$ cat config.mk
export PLATFORM = sky130hd
export DESIGN_NAME = key_report_edge_detector
export DESIGN_NICKNAME = d
export VERILOG_FILES = /design/src/sv/kred_pkg.sv /design/src/sv/kred_ctrl.sv /design/src/sv/kred_dp.sv /design/src/sv/key_report_edge_detector.sv
export SDC_FILE = /design/constraint.sdc
export NUM_CORES = 1
export LEC_CHECK = 0
export BUFFER_PORTS_ARGS = -buffer_cell sky130_fd_sc_hd__buf_4
export CAP_MARGIN = 25
export CELL_PAD_IN_SITES_DETAIL_PLACEMENT = 0
export CELL_PAD_IN_SITES_GLOBAL_PLACEMENT = 1
export CORE_ASPECT_RATIO = 1.25
export CORE_MARGIN = 1.5
export CORE_UTILIZATION = 45
export CTS_CLUSTER_DIAMETER = 120
export DETAILED_ROUTE_END_ITERATION = 7
export HOLD_SLACK_MARGIN = 0.03
export PLACE_DENSITY = 0.8
export SYNTH_ARGS = -nofsm -noshare
export SYNTH_HDL_FRONTEND = slang
export SYNTH_HIERARCHICAL = 1
export SYNTH_SLANG_ARGS = --single-unit
$ cat constraint.sdc
create_clock -name clk -period 10 [get_ports clk]
set_input_delay 2 -clock clk [delete_from_list [all_inputs] [get_ports clk]]
set_output_delay 2 -clock clk [all_outputs]
set_load 0.1 [all_outputs]
$ cat src/sv/kred_pkg.sv
// shared types and constants for the key report edge detector
`default_nettype none
package kred_pkg;
  localparam int KEY_SLOTS_DEF   = 16;
  localparam int EVENT_LIMIT_DEF = 32;

  localparam logic [2:0] ST_EVENT        = 3'd0;
  localparam logic [2:0] ST_NO_CHANGE    = 3'd1;
  localparam logic [2:0] ST_DEFERRED     = 3'd2;
  localparam logic [2:0] ST_NO_SAMPLE    = 3'd3;
  localparam logic [2:0] ST_BAD_CAPACITY = 3'd4;

  localparam logic CMD_SLOT = 1'b0;
  localparam logic CMD_EOP  = 1'b1;

  typedef struct packed {
    logic        command;
    logic [15:0] key_code;
    logic        connected;
    logic        intercepted;
    logic [7:0]  capacity;
  } in_req_t;

  typedef struct packed {
    logic [15:0] usage_code;
    logic        is_press;
    logic [2:0]  status;
    logic        last;
  } out_req_t;

  // controller to datapath
  typedef struct packed {
    logic slot_add;
    logic clear_union;
    logic clear_scan;
    logic load_cap;
    logic scan_step;
    logic count_only;
    logic emit_status;
    logic [2:0] status;
    logic commit;
  } kred_cmd_t;

  // datapath to controller
  typedef struct packed {
    logic report_seen;
    logic scan_done;
    logic needed_zero;
    logic over_cap;
    logic emit_done;
  } kred_sts_t;
endpackage
`default_nettype wire

$ cat src/sv/kred_ctrl.sv
// controller state machine for the key report edge detector
`default_nettype none
module kred_ctrl
  import kred_pkg::*;
(
  input  wire logic      clk,
  input  wire logic      rst_n,
  input  wire logic      start,
  input  wire logic      in_command,
  input  wire logic [7:0] in_capacity,
  output logic           busy,
  output kred_cmd_t      cmd,
  input  wire kred_sts_t sts
);
  localparam logic [2:0] S_IDLE  = 3'd0;
  localparam logic [2:0] S_COUNT = 3'd1;
  localparam logic [2:0] S_CHECK = 3'd2;
  localparam logic [2:0] S_EMIT  = 3'd3;
  localparam logic [2:0] S_SLOT  = 3'd4;

  logic [2:0] state_r, state_nxt;

  always_comb begin
    state_nxt = state_r;
    cmd = '0;
    busy = (state_r != S_IDLE);
    unique case (state_r)
      S_IDLE: begin
        if (start) begin
          if (in_command == CMD_SLOT) begin
            cmd.slot_add = 1'b1;
            state_nxt = S_SLOT;
          end else if (in_capacity == 8'd0) begin
            cmd.emit_status = 1'b1;
            cmd.status = ST_BAD_CAPACITY;
            cmd.clear_union = 1'b1;
            state_nxt = S_SLOT;
          end else if (!sts.report_seen) begin
            cmd.emit_status = 1'b1;
            cmd.status = ST_NO_SAMPLE;
            cmd.clear_union = 1'b1;
            state_nxt = S_SLOT;
          end else begin
            cmd.clear_scan = 1'b1;
            cmd.load_cap = 1'b1;
            state_nxt = S_COUNT;
          end
        end
      end
      S_COUNT: begin
        cmd.scan_step = 1'b1;
        cmd.count_only = 1'b1;
        if (sts.scan_done) begin
          state_nxt = S_CHECK;
        end
      end
      S_CHECK: begin
        cmd.clear_scan = 1'b1;
        if (sts.needed_zero) begin
          cmd.emit_status = 1'b1;
          cmd.status = ST_NO_CHANGE;
          cmd.clear_union = 1'b1;
          state_nxt = S_SLOT;
        end else if (sts.over_cap) begin
          cmd.emit_status = 1'b1;
          cmd.status = ST_DEFERRED;
          cmd.clear_union = 1'b1;
          state_nxt = S_SLOT;
        end else begin
          state_nxt = S_EMIT;
        end
      end
      S_EMIT: begin
        cmd.scan_step = 1'b1;
        if (sts.emit_done) begin
          cmd.commit = 1'b1;
          cmd.clear_union = 1'b1;
          state_nxt = S_SLOT;
        end
      end
      S_SLOT: begin
        state_nxt = S_IDLE;
      end
      default: begin
        state_nxt = S_IDLE;
      end
    endcase
  end

  always_ff @(posedge clk) begin
    if (!rst_n) begin
      state_r <= S_IDLE;
    end else begin
      state_r <= state_nxt;
    end
  end

`ifndef SYNTHESIS
  a_emit_from_check: assert property (@(posedge clk) disable iff (!rst_n)
    (state_r == S_EMIT) |-> ($past(state_r) == S_CHECK || $past(state_r) == S_EMIT))
    else $error("emit entered out of order");
  a_slot_to_idle: assert property (@(posedge clk) disable iff (!rst_n)
    (state_r == S_SLOT) |=> (state_r == S_IDLE))
    else $error("slot state stuck");
  a_no_start_busy: assert property (@(posedge clk) disable iff (!rst_n)
    (state_r != S_IDLE) |-> !cmd.slot_add)
    else $error("slot added while busy");
`endif
endmodule
`default_nettype wire

$ cat src/sv/kred_dp.sv
// union, history and scan datapath for the key report edge detector
`default_nettype none
module kred_dp
  import kred_pkg::*;
#(
  parameter int KEY_SLOTS   = KEY_SLOTS_DEF,
  parameter int EVENT_LIMIT = EVENT_LIMIT_DEF
) (
  input  wire logic      clk,
  input  wire logic      rst_n,
  input  wire in_req_t   in_req,
  input  wire kred_cmd_t cmd,
  output kred_sts_t      sts,
  output logic           out_valid,
  output out_req_t       out_req
);
  localparam int IW = (KEY_SLOTS > 1) ? $clog2(KEY_SLOTS) : 1;
  localparam int CW = $clog2(KEY_SLOTS + 1);
  localparam int SW = $clog2(2 * KEY_SLOTS + 1);
  localparam int NW = $clog2(2 * KEY_SLOTS + 1);
  localparam int EW = $clog2(EVENT_LIMIT + 1);

  logic [15:0] union_r [KEY_SLOTS];
  logic [15:0] hist_r  [KEY_SLOTS];
  logic [CW-1:0] ucnt_r;
  logic seen_r;
  logic [SW-1:0] scan_r;
  logic [NW-1:0] need_r;
  logic [NW-1:0] emitted_r;
  logic [EW-1:0] cap_r;
  logic out_valid_r;
  out_req_t out_r;

  logic in_union, in_hist_cur, in_union_cur;
  logic phase_rel;
  logic [IW-1:0] idx;
  logic [15:0] cur;
  logic change;

  always_comb begin
    in_union = 1'b0;
    for (int i = 0; i < KEY_SLOTS; i++) begin
      if (union_r[i] == in_req.key_code) in_union = 1'b1;
    end
  end

  assign phase_rel = (scan_r < SW'(KEY_SLOTS));
  assign idx = phase_rel ? scan_r[IW-1:0] : IW'(scan_r - SW'(KEY_SLOTS));
  assign cur = phase_rel ? hist_r[idx] : union_r[idx];

  always_comb begin
    in_hist_cur = 1'b0;
    in_union_cur = 1'b0;
    for (int i = 0; i < KEY_SLOTS; i++) begin
      if (hist_r[i] == cur) in_hist_cur = 1'b1;
      if (union_r[i] == cur) in_union_cur = 1'b1;
    end
  end

  assign change = (cur != 16'd0) && (phase_rel ? !in_union_cur : !in_hist_cur);

  assign sts.report_seen = seen_r;
  assign sts.scan_done   = (scan_r == SW'(2 * KEY_SLOTS - 1));
  assign sts.needed_zero = (need_r == '0);
  assign sts.over_cap    = (32'(need_r) > 32'(cap_r));
  assign sts.emit_done   = (scan_r == SW'(2 * KEY_SLOTS - 1));

  always_ff @(posedge clk) begin
    if (!rst_n) begin
      for (int i = 0; i < KEY_SLOTS; i++) begin
        union_r[i] <= '0;
        hist_r[i]  <= '0;
      end
      ucnt_r <= '0;
      seen_r <= 1'b0;
      scan_r <= '0;
      need_r <= '0;
      emitted_r <= '0;
      cap_r <= '0;
      out_valid_r <= 1'b0;
    end else begin
      out_valid_r <= 1'b0;
      if (cmd.slot_add) begin
        seen_r <= 1'b1;
        if (in_req.connected && !in_req.intercepted && in_req.key_code != 16'd0
            && !in_union && ucnt_r < CW'(KEY_SLOTS)) begin
          union_r[ucnt_r[IW-1:0]] <= in_req.key_code;
          ucnt_r <= ucnt_r + CW'(1);
        end
      end
      if (cmd.clear_scan) begin
        scan_r <= '0;
        emitted_r <= '0;
      end
      if (cmd.load_cap) begin
        need_r <= '0;
        cap_r <= (in_req.capacity > 8'(EVENT_LIMIT)) ? EW'(EVENT_LIMIT)
                                                      : EW'(in_req.capacity);
      end
      if (cmd.scan_step) begin
        scan_r <= scan_r + SW'(1);
        if (cmd.count_only) begin
          if (change) need_r <= need_r + NW'(1);
        end else if (change) begin
          out_valid_r <= 1'b1;
          out_r.usage_code <= cur;
          out_r.is_press <= !phase_rel;
          out_r.status <= ST_EVENT;
          out_r.last <= ((emitted_r + NW'(1)) == need_r);
          emitted_r <= emitted_r + NW'(1);
        end
      end
      if (cmd.emit_status) begin
        out_valid_r <= 1'b1;
        out_r.usage_code <= '0;
        out_r.is_press <= 1'b0;
        out_r.status <= cmd.status;
        out_r.last <= 1'b1;
      end
      if (cmd.commit) begin
        for (int i = 0; i < KEY_SLOTS; i++) hist_r[i] <= union_r[i];
      end
      if (cmd.clear_union) begin
        for (int i = 0; i < KEY_SLOTS; i++) union_r[i] <= '0;
        ucnt_r <= '0;
        seen_r <= 1'b0;
      end
    end
  end

  assign out_valid = out_valid_r;
  assign out_req = out_r;

`ifndef SYNTHESIS
  a_union_bound: assert property (@(posedge clk) disable iff (!rst_n)
    ucnt_r <= CW'(KEY_SLOTS)) else $error("union overfilled");
  a_emit_bound: assert property (@(posedge clk) disable iff (!rst_n)
    emitted_r <= need_r || cmd.count_only) else $error("too many events");
  a_clear_seen: assert property (@(posedge clk) disable iff (!rst_n)
    cmd.clear_union |=> !seen_r) else $error("sample flag not cleared");
`endif
endmodule
`default_nettype wire

$ cat src/sv/key_report_edge_detector.sv
// Key report edge detector: slot requests (command 0) pass through the slot
// state and build a deduplicated union of pressed keys. An end-of-poll request
// ends in a bad-capacity or no-sample status from idle, in a no-change or
// deferred status after the count walk, or in events from the emit walk that
// follows it; both walks use the shared scan counter that visits history then
// union one entry a cycle. Results come one cycle each on out_valid and the
// receiver cannot stall them; busy stays high until the run ends, and start
// is taken only while busy is low.
`default_nettype none
module key_report_edge_detector
  import kred_pkg::*;
#(
  parameter int KEY_SLOTS   = KEY_SLOTS_DEF,
  parameter int EVENT_LIMIT = EVENT_LIMIT_DEF
) (
  input  wire logic    clk,
  input  wire logic    rst_n,
  input  wire logic    start,
  output logic         busy,
  input  wire in_req_t in_req,
  output logic         out_valid,
  output out_req_t     out_req
);
  kred_cmd_t cmd;
  kred_sts_t sts;

  kred_ctrl u_ctrl (
    .clk(clk), .rst_n(rst_n), .start(start),
    .in_command(in_req.command), .in_capacity(in_req.capacity),
    .busy(busy), .cmd(cmd), .sts(sts)
  );

  kred_dp #(.KEY_SLOTS(KEY_SLOTS), .EVENT_LIMIT(EVENT_LIMIT)) u_dp (
    .clk(clk), .rst_n(rst_n), .in_req(in_req), .cmd(cmd), .sts(sts),
    .out_valid(out_valid), .out_req(out_req)
  );
endmodule
`default_nettype wire
==> results.md, run 1 <==
STA:
- The minimum clock period after layout is 6.55 ns.
- Setup repair after global routing left no endpoint under its margin.
- Summed over all failing endpoints, the final setup total negative slack is 0 ns.
- On the final layout, the worst clock skew is 0.0372 ns.
- Of the available clock period, the critical path in the final layout requires 0.655.
- The max-slew violation count is 0.
- The count of endpoints failing hold in the final timing report was 0.
- The final-report setup violation count is 0.
- Static timing analysis puts the maximum clock frequency at 0.153 GHz.
- The actual transition at the worst max-transition pin is 1.10 ns.
- In this run the tightest slew margin relative to its limit is 0.259.

Critical path:
- The nature of the critical path startpoint is a flip-flop.
- The critical path is of the flip-flop to flip-flop type.
- Of all nets on the critical path, the largest fanout is 94.
- In this design, the stage delay of the slowest critical-path cell is 0.81 ns.
- The required time of the worst setup path is 10.28 ns.
- The critical path goes through buf_12 -> mux4_2 -> mux2_2 -> o22ai_1 -> nor2_4 -> buf_4 -> xor2_1 -> nor4_1 -> nand4_1 -> nand4_1 -> nor4_2 -> a22oi_2 -> nor2_1 -> o21a_1.
- The critical path endpoint category is a flip-flop.
- The critical path's slowest cell is sky130_fd_sc_hd__dfxtp_4.
- At the worst endpoint, the arrival time is 6.83 ns.
- The most used cell along the critical path is sky130_fd_sc_hd__nand4_1.

Clock tree:
- The clock passes through at most 3 buffers.
- For this design, the sink count on the clock tree is 571.
- The clock tree from TritonCTS is done.
- Clock latency on the worst-skew pair, taken at its later pin, is 0.67 ns.
- The number of setup buffers added after CTS is 0.
- The clock transition at the registers of the reported paths is 0.07 ns.
- Gates resized during post-CTS repair numbered 0.
- The number of levels in the clock H-tree is 2.
- TritonCTS created 59 clock buffers.
- The root buffer cell is sky130_fd_sc_hd__clkbuf_16.
- Hold repair after CTS inserted 0 buffers.

Route:
- The overall via count from detail_route is 24,835.
- The detailed router's first-iteration violation count is 3,877.
- The count of TritonRoute iterations in the first routing pass is 6.
- After detailed routing, the number of remaining DRC violations is 0.
- After detailed routing, the number of vias per cell comes to 6.36.
- After detailed routing, the average wire length per cell comes to 33.3 µm.
- The routed design has 130,000 µm of wire.
- In this run the remaining antenna-violating nets after routing total 0.

Yosys:
- The flop and latch count out of synthesis is 571.
- The number of nets produced by synthesis is 2,927.
- By area, the combinational part of the netlist is dominated by XOR/XNOR gates.
- Of the total synthesized cell area, the portion taken by full adders, half adders and majority gates is 0.00496.
- Synthesis handed over a netlist of 2,883 instances.
- The synthesized-area fraction occupied by ao, oa, aoi and oai cells is 0.0218.
- The number of warnings issued by yosys is 6.
- The mux share of post-synthesis cell area is 0.103.
- In this run, synthesis inferred 533 flip-flops with an integrated enable.
- The area fraction in and, or, nand and nor cells after synthesis is 0.166.
- The share of synthesized area in the top cell type comes to 0.453.
- After synthesis, the netlist uses 59 different library cells.
- In the synthesized netlist the dominant register cell turns out to be sky130_fd_sc_hd__edfxtp_1.
- The share of synthesized area occupied by flip-flops and latches is 0.474.
- The cell area that synthesis handed to floorplanning was 0.0353 mm².
- After synthesis, the cell types taking the most area are sky130_fd_sc_hd__edfxtp_1, sky130_fd_sc_hd__xor2_1, sky130_fd_sc_hd__mux4_2.
- Dividing the synthesized area by the synthesized cell count gives 12.3 µm².
- The cell type with the largest total area after synthesis is sky130_fd_sc_hd__edfxtp_1.
- The share of synthesized registers carrying an async set or reset is 0.
- Of the total synthesized cell area, the portion taken by XOR and XNOR cells is 0.194.

Placement:
- During placement, the flow inserted port buffers numbering 52.
- The HPWL after detailed placement is 92,500 µm.
- Routability-driven placement finished with a final weighted congestion of 1.03.

Global routing:
- For this run, the total global-route usage over all layers was measured as 0.323.
- The first global-routing pass estimated 182,000 µm of wire.
- The total overflow left after global routing is 0.
- The number of global-route vias before repair was 24,219.
- The initial antenna violation count was 5.
- The pin count of the biggest net entering global routing is 144.

Power:
- The leakage dissipation is 14.1 nW.
- The peak supply drop is 0.128 mV.
- Dividing total power by cell area gives a power density of 156 mW/mm².
- The total power of the final layout is 0.00596 W.

Run status:
- The run finished with clean final reports.

Layout:
- The area growth from synthesis to layout is 8.34%.
- The number of nets in the finished design is 2,856.
- Leaving out fill and tap cells, the most frequent cell in the layout is sky130_fd_sc_hd__xor2_1.
- The number of fillers in the final layout is 6,768.
- The fraction of layout cells with a size suffix above 1 is 0.146.
- The top cell types in the final layout, fill and taps aside, are sky130_fd_sc_hd__xor2_1, sky130_fd_sc_hd__edfxtp_1, sky130_fd_sc_hd__and2_1, sky130_fd_sc_hd__xnor2_1, sky130_fd_sc_hd__and3_1.

Floorplan:
- The width of the chip is 254 µm.
- The placeable core region is 0.0776 mm².
- The number of top-level pins is 53.
- The die height is 316 µm.
- Row generation in the floorplan step produced 114 rows.
- The starting utilization of the core area is 0.456.
- The area of the die is 0.0802 mm².

Worst hold path:
- The type of the worst min-delay path is flip-flop to flip-flop.

Job:
- Max-cap violations in this run came to 0.
## flip-flops by register name, indices dropped and copies added, names as in the netlist, named ones only
name and flops:
u_dp/out_valid 1, u_dp/emitted_r 6, u_dp/need_r 6, u_dp/cap_r 6, u_dp/seen_r 1, u_dp/ucnt_r 5
u_dp/hist_r 256, u_dp/union_r 256, u_dp/out_req 21, u_ctrl/state_r 3, u_dp/scan_r 6
## area by class of cell
class	count	area (µm²)	share of cell area
Tap cell	1044	1310	0.0341
Multi-Input combinational cell	2067	17400	0.454
Clock buffer	72	1580	0.0412
Antenna cell	2	5.00	0.000131
Timing Repair Buffer	100	845	0.0221
Inverter	13	48.8	0.00127
Sequential cell	571	16800	0.438
Clock inverter	35	337	0.00879
## routing by layer
metal	track usage	up-vias	share of wire
met1	0.432	12441	0.37
met3	0.0948	311	0.13
met4	0.158	2	0.056
met5	0	-	0.00011
met2	0.480	1771	0.44
li1	-	10310	-
## metrics by stage
step           hold slack [ns]  cells   util  instance area [µm²]  worst slack, ns
6_report                 0.453   3904  0.493                38300             3.45
2_1_floorplan            0.426   2883      -                35300             1.33
4_1_cts                  0.455   3899  0.493                38200             3.53
3_3_place_gp             0.447   3791  0.468                36300             2.95
5_1_grt                  0.469   3902  0.493                38300             3.15
3_5_place_dp             0.446   3792  0.468                36300             3.17
## cells by family (layout without fill, tap and decap cells)
family          count (synthesis)  after routing
fa+ha+maj                      14             14
xor+xnor                      782            782
simple gates                  960            960
buf+inv                       245            220
compound gates                116            116
flops                         571            571
other cells                     0              2
mux                           195            195
## where the power goes
group          switching [W]  total [W]  internal [W]
clock               0.000970    0.00224       0.00127
combinational       0.000469   0.000746      0.000278
sequential          0.000235    0.00298       0.00274
total                0.00167    0.00596       0.00429
## Yosys cell counts, drive strengths merged (14+ instances only)
library cell / instances
mux4: 128
buf: 130
nor3: 29
edfxtp: 533
nand3: 20
nor2: 57
xnor2: 235
nor2b: 16
a21oi: 21
nor4: 165
o22ai: 33
nand4: 101
and2: 357
and3: 166
ha: 14
dfxtp: 38
clkbuf: 102
mux2: 64
xor2: 547
o21ai: 30
nand2: 15
## worst max-delay path, delay by kind of cell, from the launching register on
family / cells / cell delay [ns]
flops: 1 / 0.81
xor+xnor: 1 / 0.20
simple gates: 6 / 2.06
buf+inv: 2 / 1.10
compound gates: 3 / 1.13
mux: 2 / 0.65
## final timing paths
| path | slack, ns | end | start | cells past startpoint |
|---|---|---|---|---|
| hold reg to reg | 0.45 | u_dp/ucnt_r[4] | u_dp/ucnt_r[4] | 2 |
| setup / recovery | 3.45 | u_dp/out_req[0] | flip-flop | 14 |
| hold / removal | 0.45 | u_dp/ucnt_r[4] | u_dp/ucnt_r[4] | 2 |
| setup reg to reg | 3.45 | u_dp/out_req[0] | flip-flop | 14 |
Power figures use the tool's default switching activity.
==> inputs of run 2 (changes only) <==
clock period = 6.5 ns   (was 10 ns; I/O delays follow)
==> run 2 against run 1 <==
Sequential share of layout area fell by 0.60 points. Largest cell class unchanged. Flip-flop and latch count did not move. Critical path depth rose by 2. Clock skew rose by 0.0018 ns. Wire length fell by 0.78%. Core utilization rose by 0.69 points. First-iteration DRC count fell by 5.7%. Critical path type unchanged. Combinational power rose by 57%. Clock-buffer cell count fell by 8. Maximum frequency rose by 26%. Sequential power rose by 53%.
==> results.md, run 2 (synthesis results as in run 1) <==
STA:
- After routing, the total negative slack on setup checks comes to 0 ns.
- The max-slew violation count is 0.
- Setup repair after global routing left no endpoint under its margin.
- The worst-case headroom to the max-slew limit is 0.268.
- The final-report setup violation count is 0.
- In the finished design, the share of the clock period the worst path needs comes to 0.799.
- The fmax is 0.193 GHz.
- At the pin with the least slew margin, the transition time is 1.10 ns.
- The final setup skew is 0.0391 ns.
- The worst path in the final design needs a cycle of 5.19 ns, including I/O delays and setup.
- After layout, the worst setup slack is 1.31 ns.
- The count of endpoints failing hold in the final timing report came to 0.

Clock tree:
- The H-tree generated during clock tree synthesis spans 2 levels.
- After clock tree synthesis, the clock-pin slew on the worst setup and hold paths is 0.07 ns.
- Hold repair after CTS inserted 0 buffers.
- CTS saw 571 sinks.
- In this run the deepest clock path goes through 3 buffers.
- The number of setup buffers added after CTS is 0.
- The total CTS buffers is 57.
- The root buffer cell is sky130_fd_sc_hd__clkbuf_16.
- The clock tree from TritonCTS is done.
- The worst-skew pair later-pin latency is 0.66 ns.
- After clock tree synthesis, the repair step resized 0 gates.

Critical path:
- The critical path's slowest cell is sky130_fd_sc_hd__mux4_2.
- Of all nets on the critical path, the largest fanout is 33.
- Counting both buffers and inverters, the worst setup path holds a total of 4.
- The signal on the critical path passes through buf_12 -> mux4_2 -> mux2_2 -> o22ai_1 -> nor2_4 -> buf_4 -> xor2_1 -> nor4_1 -> nand4_1 -> nand4_1 -> nor4_2 -> buf_4 -> a22oi_2 -> nor2_1 -> o21a_1 -> buf_4.
- For this run, the slowest stage of the critical path takes 0.63 ns.
- For the worst setup path, the data arrival time is 5.58 ns.
- The gate family responsible for the most delay along the worst path is simple AND/OR/NAND/NOR gates.
- The critical path endpoint category is a flip-flop.
- The critical path in this run is classified as flip-flop to flip-flop.
- The required time of the worst setup path is 6.89 ns.
- The most used cell along the critical path is sky130_fd_sc_hd__buf_4.
- STA classifies the critical path startpoint as a flip-flop.

Global routing:
- The global-route wire length before repair is 181,000 µm.
- The number of global-route vias before repair came to 24,182.
- The final global-route overflow total is 0.
- Entering global routing, the biggest net connects 129 pins.
- The initial antenna violation count is 5.
- The aggregate global-route resource usage is 0.321.

Route:
- The detailed router's first-iteration violation count is 3,657.
- The final antenna-violating net count is 0.
- The final route contains 24,849 vias.
- The first TritonRoute pass finished after 6 iterations.
- For this block, the routed nets add up to 129,000 µm of wire.
- The via density per instance is 6.29.
- In the final routed layout, each cell accounts on average for 32.7 µm.
- The DRC violation count after routing is 0.

Placement:
- The HPWL after detailed placement is 94,700 µm.
- The pre-CTS worst setup slack is 0.864 ns.
- Once placement finished, the instance area stood at 0.0368 mm².
- Routability-driven placement finished with a final weighted congestion of 0.995.
- The number of buffer cells added on primary ports is 52.
- Counting tap cells, the placed design contains a total of 3,843 instances.

Layout:
- The fraction of layout cells with a size suffix above 1 is 0.163.
- Once layout is complete, the cells apart from fillers number 3,953.
- The library cells used most frequently in the layout, excluding fill and tap cells, are sky130_fd_sc_hd__xor2_1, sky130_fd_sc_hd__edfxtp_1, sky130_fd_sc_hd__and2_1, sky130_fd_sc_hd__xnor2_1, sky130_fd_sc_hd__and3_1.
- At the end of the flow the core is filled with cells to 0.500.
- After the last flow step, the layout net total stands at 2,903.
- The growth of design area from synthesis to finish is 9.84%.
- The library cell used most frequently in the layout, excluding fill and tap cells, is sky130_fd_sc_hd__xor2_1.
- The post-route cell area is 0.0388 mm².

Floorplan:
- The starting utilization of the core area is 0.456.
- The placeable core region is 0.0776 mm².
- The die is 316 µm tall.
- The area of the die is 0.0802 mm².
- The number of rows created at floorplan is 114.
- From left edge to right edge, the die measures 254 µm.
- The number of top-level pins is 53.

Run status:
- The run finished with clean final reports.

Power:
- The peak supply drop is 0.192 mV.
- Dividing total power by cell area gives a power density of 240 mW/mm².
- Summed over all cells, the static leakage comes to 14.4 nW.

Job:
- Across the run, the number of max-cap violations was 0.

Worst hold path:
- The type of the worst min-delay path is flip-flop to flip-flop.
==> run 2: changes by cell type in the layout (fill, tap and decap cells not counted), moves of 2 or more <==
cell | before | now
sky130_fd_sc_hd__buf_4 | 93 | 133
sky130_fd_sc_hd__buf_12 | 4 | 14
sky130_fd_sc_hd__clkinv_1 | 14 | 6
sky130_fd_sc_hd__clkinv_4 | 0 | 6
sky130_fd_sc_hd__bufinv_16 | 6 | 11
sky130_fd_sc_hd__clkbuf_16 | 60 | 57
sky130_fd_sc_hd__clkbuf_8 | 3 | 0
sky130_fd_sc_hd__inv_6 | 2 | 5
sky130_fd_sc_hd__buf_16 | 2 | 0
sky130_fd_sc_hd__clkbuf_1 | 9 | 7
==> run 2: layout make-up <==
type / instances / area [µm²]
Antenna cell: 3 / 7.51
Fill cell: 6785 / 38800
Clock buffer: 64 / 1450
Timing Repair Buffer: 149 / 1290
Clock inverter: 42 / 544
Inverter: 13 / 48.8
Multi-Input combinational cell: 2067 / 17400
Tap cell: 1044 / 1310
Sequential cell: 571 / 16800
==> run 2: through the flow <==
step           hold WS, ns  total power (W)
3_5_place_dp         0.456          0.00576
4_1_cts              0.470          0.00929
6_report             0.462          0.00930
2_1_floorplan        0.426          0.00525
5_1_grt              0.509          0.00952
3_3_place_gp         0.445          0.00575
==> run 2: power by group <==
part	total [W]	switching (W)	internal [W]
Combinational	0.00117	0.000725	0.000445
Clock	0.00357	0.00151	0.00206
Sequential	0.00456	0.000341	0.00422
Total	0.00930	0.00258	0.00673
==> run 2: tightest hold or removal path, cell delays in order (launching register included) <==
cell                      delay (ns)
sky130_fd_sc_hd__dfxtp_1        0.32
sky130_fd_sc_hd__inv_1          0.05
sky130_fd_sc_hd__a21oi_1        0.05
==> run 2: final timing paths <==
| check | start | to | slack, ns | cells after the start |
|---|---|---|---|---|
| setup / recovery | flip-flop | u_dp/out_req[1] | 1.31 | 16 |
| hold / removal | u_dp/ucnt_r[4] | u_dp/ucnt_r[4] | 0.46 | 2 |
| setup reg to reg | flip-flop | u_dp/out_req[1] | 1.31 | 16 |
| hold reg to reg | u_dp/ucnt_r[4] | u_dp/ucnt_r[4] | 0.46 | 2 |
==> run 2: layer usage <==
metal  up-vias  routed length [µm]  share of wire  GRT usage
met3       301               14500           0.11     0.0618
met2      1628               56600           0.44      0.485
met4         8                7010          0.054      0.154
met5         -                  56        0.00043          0
met1     12504               50900           0.39      0.445
li1      10408                   -              -          -
